`src/rtl/ryc_pkg.sv`:
```
package ryc_pkg;

  // fixed point fraction bits of the encode coefficients
  localparam int unsigned COEF_FRACTION_BITS = 16;

  // field widths
  localparam int unsigned PIX_W  = 8;
  localparam int unsigned WORD_W = 16;

  // decode coefficients, exact in five fraction bits
  localparam int unsigned DEC_FRAC_BITS = 5;
  localparam int unsigned DEC_COEF_R_V  = 44;
  localparam int unsigned DEC_COEF_G_U  = 11;
  localparam int unsigned DEC_COEF_G_V  = 22;
  localparam int unsigned DEC_COEF_B_U  = 55;

  // direction register codes
  localparam logic DIR_ENCODE = 1'b0;
  localparam logic DIR_DECODE = 1'b1;

  // request payload: one pixel pair or one word pair
  typedef struct packed {
    logic [PIX_W-1:0]  red_first;
    logic [PIX_W-1:0]  green_first;
    logic [PIX_W-1:0]  blue_first;
    logic [PIX_W-1:0]  red_second;
    logic [PIX_W-1:0]  green_second;
    logic [PIX_W-1:0]  blue_second;
    logic [WORD_W-1:0] word_first;
    logic [WORD_W-1:0] word_second;
  } in_req_t;

  // result payload
  typedef struct packed {
    logic [WORD_W-1:0] packed_first;
    logic [WORD_W-1:0] packed_second;
    logic [PIX_W-1:0]  out_red_first;
    logic [PIX_W-1:0]  out_green_first;
    logic [PIX_W-1:0]  out_blue_first;
    logic [PIX_W-1:0]  out_red_second;
    logic [PIX_W-1:0]  out_green_second;
    logic [PIX_W-1:0]  out_blue_second;
  } out_rsp_t;

endpackage

```
`src/rtl/ryc_dec_lane.sv`:
```
module ryc_dec_lane import ryc_pkg::*; (
  input  logic             clk_i,
  input  logic             en_i,
  input  logic [PIX_W-1:0] y_i,
  input  logic [PIX_W-1:0] u_i,
  input  logic [PIX_W-1:0] v_i,
  output logic [PIX_W-1:0] red_o,
  output logic [PIX_W-1:0] green_o,
  output logic [PIX_W-1:0] blue_o
);

  localparam int unsigned DW  = 16;
  localparam int unsigned HiW = DW - 1 - DEC_FRAC_BITS;
  localparam logic signed [DW-1:0] KRv = DW'(DEC_COEF_R_V);
  localparam logic signed [DW-1:0] KGu = DW'(DEC_COEF_G_U);
  localparam logic signed [DW-1:0] KGv = DW'(DEC_COEF_G_V);
  localparam logic signed [DW-1:0] KBu = DW'(DEC_COEF_B_U);

  function automatic logic [PIX_W-1:0] clamp_px(logic signed [DW-1:0] s);
    logic [HiW-1:0] hi;
    hi = s[DW-2:DEC_FRAC_BITS];
    if (s[DW-1]) begin
      return '0;
    end else if (|hi[HiW-1:PIX_W]) begin
      return '1;
    end else begin
      return hi[PIX_W-1:0];
    end
  endfunction

  logic signed [8:0]    u_s, v_s;
  logic signed [DW-1:0] u_e, v_e;
  logic signed [DW-1:0] ys_q, rv_q, gu_q, gv_q, bu_q;
  logic signed [DW-1:0] r_sum, g_sum, b_sum;

  // remove chroma bias
  assign u_s = $signed({1'b0, u_i}) - 9'sd128;
  assign v_s = $signed({1'b0, v_i}) - 9'sd128;
  assign u_e = DW'(u_s);
  assign v_e = DW'(v_s);

  // product register
  always_ff @(posedge clk_i) begin
    if (en_i) begin
      ys_q <= $signed(DW'(y_i) << DEC_FRAC_BITS);
      rv_q <= KRv * v_e;
      gu_q <= KGu * u_e;
      gv_q <= KGv * v_e;
      bu_q <= KBu * u_e;
    end
  end

  // sums, truncate and clamp
  always_comb begin
    r_sum   = ys_q + rv_q;
    g_sum   = ys_q - gu_q - gv_q;
    b_sum   = ys_q + bu_q;
    red_o   = clamp_px(r_sum);
    green_o = clamp_px(g_sum);
    blue_o  = clamp_px(b_sum);
  end

endmodule

```
`config.mk`:
```
export PLATFORM = sky130hd
export DESIGN_NAME = ryc_dec_lane
export DESIGN_NICKNAME = d
export VERILOG_FILES = /design/src/rtl/ryc_pkg.sv /design/src/rtl/ryc_dec_lane.sv
export SDC_FILE = /design/constraint.sdc
export NUM_CORES = 1
export LEC_CHECK = 0
export ABC_AREA = 1
export BUFFER_PORTS_ARGS = -buffer_cell sky130_fd_sc_hd__buf_4
export CAP_MARGIN = 15
export CORE_MARGIN = 1.5
export CORE_UTILIZATION = 55
export DETAILED_ROUTE_END_ITERATION = 8
export PLACE_DENSITY = 0.83
export SLEW_MARGIN = 30
export SYNTH_ARGS = -nofsm -noshare
export SYNTH_HDL_FRONTEND = slang
export SYNTH_SLANG_ARGS = --single-unit
```
`constraint.sdc`:
```
create_clock -name clk_i -period 4 [get_ports clk_i]
set_clock_uncertainty 0.15 [all_clocks]
set_input_delay 0.2 -clock clk_i [delete_from_list [all_inputs] [get_ports clk_i]]
set_output_delay 0.2 -clock clk_i [all_outputs]
set_load 0.01 [all_outputs]
```
==> report_table.html <==
<table>
<tr><th>Metric</th><th>Value</th></tr>
<tr><th colspan="2">Status</th></tr>
<tr><td>Status</td><td>finished, violations left</td></tr>
<tr><td>Failing checks</td><td>DRC</td></tr>
<tr><th colspan="2">Power and ir drop</th></tr>
<tr><td>PD cells</td><td>604 nW/µm²</td></tr>
<tr><td>Worst VDD drop</td><td>0.264 mV</td></tr>
<tr><td>Leakage component of the power</td><td>4.07 nW</td></tr>
<tr><th colspan="2">Global routing</th></tr>
<tr><td>GRT Overall Usage</td><td>22.5%</td></tr>
<tr><td>First-pass GRT wire length</td><td>23,000 µm</td></tr>
<tr><td>Antenna violations before repair</td><td>0</td></tr>
<tr><td>Leftover overflow at the end of global routing</td><td>0</td></tr>
<tr><td>Maximum number of pins on one net before global-route repair</td><td>48</td></tr>
<tr><td>Via count of the first global-routing pass</td><td>5,033</td></tr>
<tr><th colspan="2">Clocking</th></tr>
<tr><td>Cts bufs inserted</td><td>5</td></tr>
<tr><td>Bufs on Longest Clock Path</td><td>2</td></tr>
<tr><td>CTS tree</td><td>done</td></tr>
<tr><td>Sink Count</td><td>47</td></tr>
<tr><td>H-tree level count</td><td>2</td></tr>
<tr><td>Cell chosen for the clock root</td><td>sky130_fd_sc_hd__clkbuf_16</td></tr>
<tr><td>Post-CTS setup-driven buffer insertion count</td><td>0</td></tr>
<tr><td>Clk slew on worst S/H paths</td><td>0.06 ns</td></tr>
<tr><td>CTS resizes</td><td>0</td></tr>
<tr><th colspan="2">Layout</th></tr>
<tr><td>Layout Area Growth over Synthesis</td><td>12.2%</td></tr>
<tr><td>Area used by multi-input combinational logic</td><td>4460 µm²</td></tr>
<tr><td>Seq. cell area</td><td>1410 µm²</td></tr>
<tr><td>Layout Nets</td><td>1,104</td></tr>
<tr><td>Ant. Diodes</td><td>0</td></tr>
<tr><td>Total of fill cells in the finished design</td><td>990</td></tr>
<tr><td>Ratio of cells with drive above 1 in the final layout</td><td>7.90%</td></tr>
<tr><th colspan="2">Detailed routing</th></tr>
<tr><td>Initial DRC Count</td><td>380</td></tr>
<tr><td>Antenna-violating nets left</td><td>0</td></tr>
<tr><td>Wirelength per Cell</td><td>12.6 µm</td></tr>
<tr><td>Via density per instance</td><td>5.06</td></tr>
<tr><td>DRC viols</td><td>6</td></tr>
<tr><td>DR vias</td><td>5,470</td></tr>
<tr><td>Count of TritonRoute iterations in the first routing pass</td><td>9</td></tr>
<tr><td>Detailed-route wire length</td><td>13,600 µm</td></tr>
<tr><th colspan="2">STA</th></tr>
<tr><td>Setup repair after global routing missed its margin</td><td>no</td></tr>
<tr><td>Shortest clock period the worst path allows after layout</td><td>3.71 ns</td></tr>
<tr><td>Worst max-slew margin expressed relative to the limit</td><td>63.0%</td></tr>
<tr><td>Sum Neg Setup Slack</td><td>0 ns</td></tr>
<tr><td>Count of pins over their slew limit</td><td>0</td></tr>
<tr><td>Final period util</td><td>92.8%</td></tr>
<tr><td>Number of setup violations in the final report</td><td>0</td></tr>
<tr><td>Worst slew pin tran</td><td>0.555 ns</td></tr>
<tr><td>Final hold vios</td><td>0</td></tr>
<tr><td>Peak clock frequency supported by timing</td><td>0.270 GHz</td></tr>
<tr><td>Worst hold slack across all endpoints</td><td>0.0914 ns</td></tr>
<tr><th colspan="2">Setup path</th></tr>
<tr><td>Cell with the largest stage delay on the worst path</td><td>sky130_fd_sc_hd__fa_1</td></tr>
<tr><td>Arrival @ worst endpoint</td><td>3.59 ns</td></tr>
<tr><td>Top fanout value on the critical path</td><td>6</td></tr>
<tr><td>Family with the most delay on the worst path</td><td>adder cells</td></tr>
<tr><td>CP Class</td><td>in -&gt; reg</td></tr>
<tr><td>Beginning of the critical path</td><td>u_i[3]</td></tr>
<tr><td>Largest stage delay on the critical path</td><td>0.53 ns</td></tr>
<tr><td>Critical Path Start Type</td><td>input pin</td></tr>
<tr><td>CP endpoint kind</td><td>register</td></tr>
<tr><td>Critical path capture point</td><td>bu_q[15]$_DFFE_PP_</td></tr>
<tr><td>Required time of the worst setup path</td><td>3.88 ns</td></tr>
<tr><td>Ordered cell list for the critical path</td><td>buf_4, ha_1, inv_1, fa_1, inv_1, fa_1, inv_1, fa_1, inv_1, ha_1, a21oi_1, nor2_1, nor2_1, nand3_1, nand2_1, nand2_1, xor2_1</td></tr>
<tr><td>Instance count on the critical path</td><td>17</td></tr>
<tr><td>Most frequent CP cell</td><td>sky130_fd_sc_hd__inv_1</td></tr>
<tr><td>Number of buffers and inverters on the critical path</td><td>5</td></tr>
<tr><th colspan="2">Floorplanning</th></tr>
<tr><td>Std-Cell Rows</td><td>39</td></tr>
<tr><td>Starting Density</td><td>57.0%</td></tr>
<tr><td>Core ar.</td><td>11,600 µm²</td></tr>
<tr><td>Floorplan die width</td><td>112 µm</td></tr>
<tr><td>Floorplan die area</td><td>12,700 µm²</td></tr>
<tr><td>Die height</td><td>112 µm</td></tr>
<tr><td>I/O pin count</td><td>50</td></tr>
<tr><th colspan="2">Place</th></tr>
<tr><td>Global placement routability congestion</td><td>0.935</td></tr>
<tr><td>Final HPWL DP</td><td>11,600 µm</td></tr>
<tr><td>IO Port Bufs</td><td>49</td></tr>
<tr><th colspan="2">Min path</th></tr>
<tr><td>Class of the most critical hold timing path</td><td>in -&gt; reg</td></tr>
<tr><th colspan="2">Synth</th></tr>
<tr><td>Share of async-settable or async-resettable flops after synthesis</td><td>0%</td></tr>
<tr><td>Net count of the mapped netlist</td><td>1,035</td></tr>
<tr><td>Gate count after technology mapping</td><td>868</td></tr>
<tr><td>Synth Area per Inst</td><td>7.60 µm²</td></tr>
<tr><td>Sequential-to-total area share from yosys stat</td><td>21.4%</td></tr>
<tr><td>Number of synthesized register bits</td><td>47</td></tr>
<tr><td>Synth Warn #</td><td>0</td></tr>
<tr><td>Area of the mapped netlist</td><td>6590 µm²</td></tr>
<tr><td>Netlist cell types</td><td>29</td></tr>
<tr><td>Number of synthesized flops with an enable pin</td><td>47</td></tr>
<tr><td>Predominant post-synthesis flop cell</td><td>sky130_fd_sc_hd__edfxtp_1</td></tr>
<tr><th colspan="2">Run</th></tr>
<tr><td>Max-capacitance violation count</td><td>0</td></tr>
</table>
layout make-up:
class / instances / share of cell area (%)
Clock buffer: 5 / 1.69
Multi-Input combinational cell: 628 / 60.2
Clock inverter: 2 / 0.118
Inverter: 192 / 9.76
Timing Repair Buffer: 63 / 6.73
Tap cell: 143 / 2.42
Sequential cell: 47 / 19.1
cells in the mapped netlist, drive strengths merged (3+ instances only):
cell	count	area (µm²)
a21o	3	22.5
a21oi	41	213
a31oi	3	18.8
edfxtp	47	1410
fa	36	721
ha	105	1310
inv	191	717
nand2	206	786
nand3	52	265
nand3b	4	30.0
nand4	7	43.8
nor2	77	304
nor3	4	20.0
o21ai	24	131
o21bai	3	22.5
xnor2	21	184
xor2	38	352
layout by cell type, fill, tap and decap left out:
cell type	n
sky130_fd_sc_hd__nand2_1	201
sky130_fd_sc_hd__inv_1	191
sky130_fd_sc_hd__ha_1	105
sky130_fd_sc_hd__nor2_1	75
sky130_fd_sc_hd__buf_4	53
sky130_fd_sc_hd__nand3_1	51
sky130_fd_sc_hd__edfxtp_1	47
sky130_fd_sc_hd__a21oi_1	39
sky130_fd_sc_hd__xor2_1	37
sky130_fd_sc_hd__fa_1	36
sky130_fd_sc_hd__o21ai_0	21
sky130_fd_sc_hd__xnor2_1	21
sky130_fd_sc_hd__dlygate4sd3_1	10
sky130_fd_sc_hd__nand4_1	7
sky130_fd_sc_hd__nand2_2	5
sky130_fd_sc_hd__clkbuf_16	5
sky130_fd_sc_hd__nand3b_1	4
sky130_fd_sc_hd__nor3_1	4
sky130_fd_sc_hd__a31oi_1	3
sky130_fd_sc_hd__a21o_1	3
sky130_fd_sc_hd__o21ai_2	3
sky130_fd_sc_hd__o21bai_1	3
sky130_fd_sc_hd__clkinv_2	2
sky130_fd_sc_hd__nor2_4	2
sky130_fd_sc_hd__a21oi_2	2
sky130_fd_sc_hd__nand2b_1	1
sky130_fd_sc_hd__nand3_2	1
sky130_fd_sc_hd__xor2_4	1
sky130_fd_sc_hd__a21boi_0	1
sky130_fd_sc_hd__a22oi_1	1
sky130_fd_sc_hd__o211ai_1	1
sky130_fd_sc_hd__clkinv_1	1
routing by layer:
metal | track usage [%] | routed length (µm) | vias to the layer above | share of wire [%]
met5 | 0 | 0 | - | 0
met4 | 9.20 | 417 | 0 | 3.1
met3 | 1.57 | 483 | 31 | 3.6
met2 | 38.2 | 6410 | 144 | 47
met1 | 29.9 | 6270 | 2434 | 46
li1 | - | - | 2861 | -
flip-flops by register name, indices dropped and copies added (netlist names):
| name | flops |
|---|---|
| gv_q | 14 |
| ys_q | 8 |
| bu_q | 11 |
| gu_q | 14 |
kinds of logic (layout without fill, tap and decap cells):
kind of cell	Yosys count	count (layout)	share of synthesized area [%]
simple gates	351	351	22.1
buf+inv	193	262	11.0
fa+ha+maj	141	141	30.9
compound gates	77	77	6.53
xor+xnor	59	59	8.12
flops	47	47	21.4
stage by stage:
step                cells  utilization (%)  total power, mW  worst slack, ns  instance area, µm²
finish               1080             64.0             4.47            0.290                7400
global route         1080             64.0             4.96            0.123                7400
CTS                  1080             64.0             4.46            0.314                7400
detailed placement   1063             62.0             4.05           0.0207                7170
global placement     1063             62.0             3.96            0.117                7170
floorplan             868                -             3.22           0.0100                6590
report_power, final:
part	internal, mW	switching, mW	leakage (nW)
combinational	1.30	1.97	3.54
sequential	0.743	0.0722	0.460
clock	0.224	0.160	0.0671
what timing repair did:
action / CTS / global route
endpoints found under the setup margin: 0 / 0
hold buffers: 10 / 0
hold endpoints to repair: 10 / 0
how the worst min path moves through the flow:
stage / start / end / slack [ns] / cells after the start
floorplan: u_i[0] / gu_q[0]$_DFFE_PP_ / 0.15 / 0
global placement: y_i[0] / ys_q[5]$_DFFE_PP_ / 0.23 / 1
detailed placement: y_i[6] / ys_q[11]$_DFFE_PP_ / 0.23 / 1
CTS: v_i[1] / gv_q[2]$_DFFE_PP_ / 0.09 / 2
global route: v_i[1] / gv_q[2]$_DFFE_PP_ / 0.11 / 2
finish: v_i[1] / gv_q[2]$_DFFE_PP_ / 0.09 / 2
(Power assumes the default switching activity.)
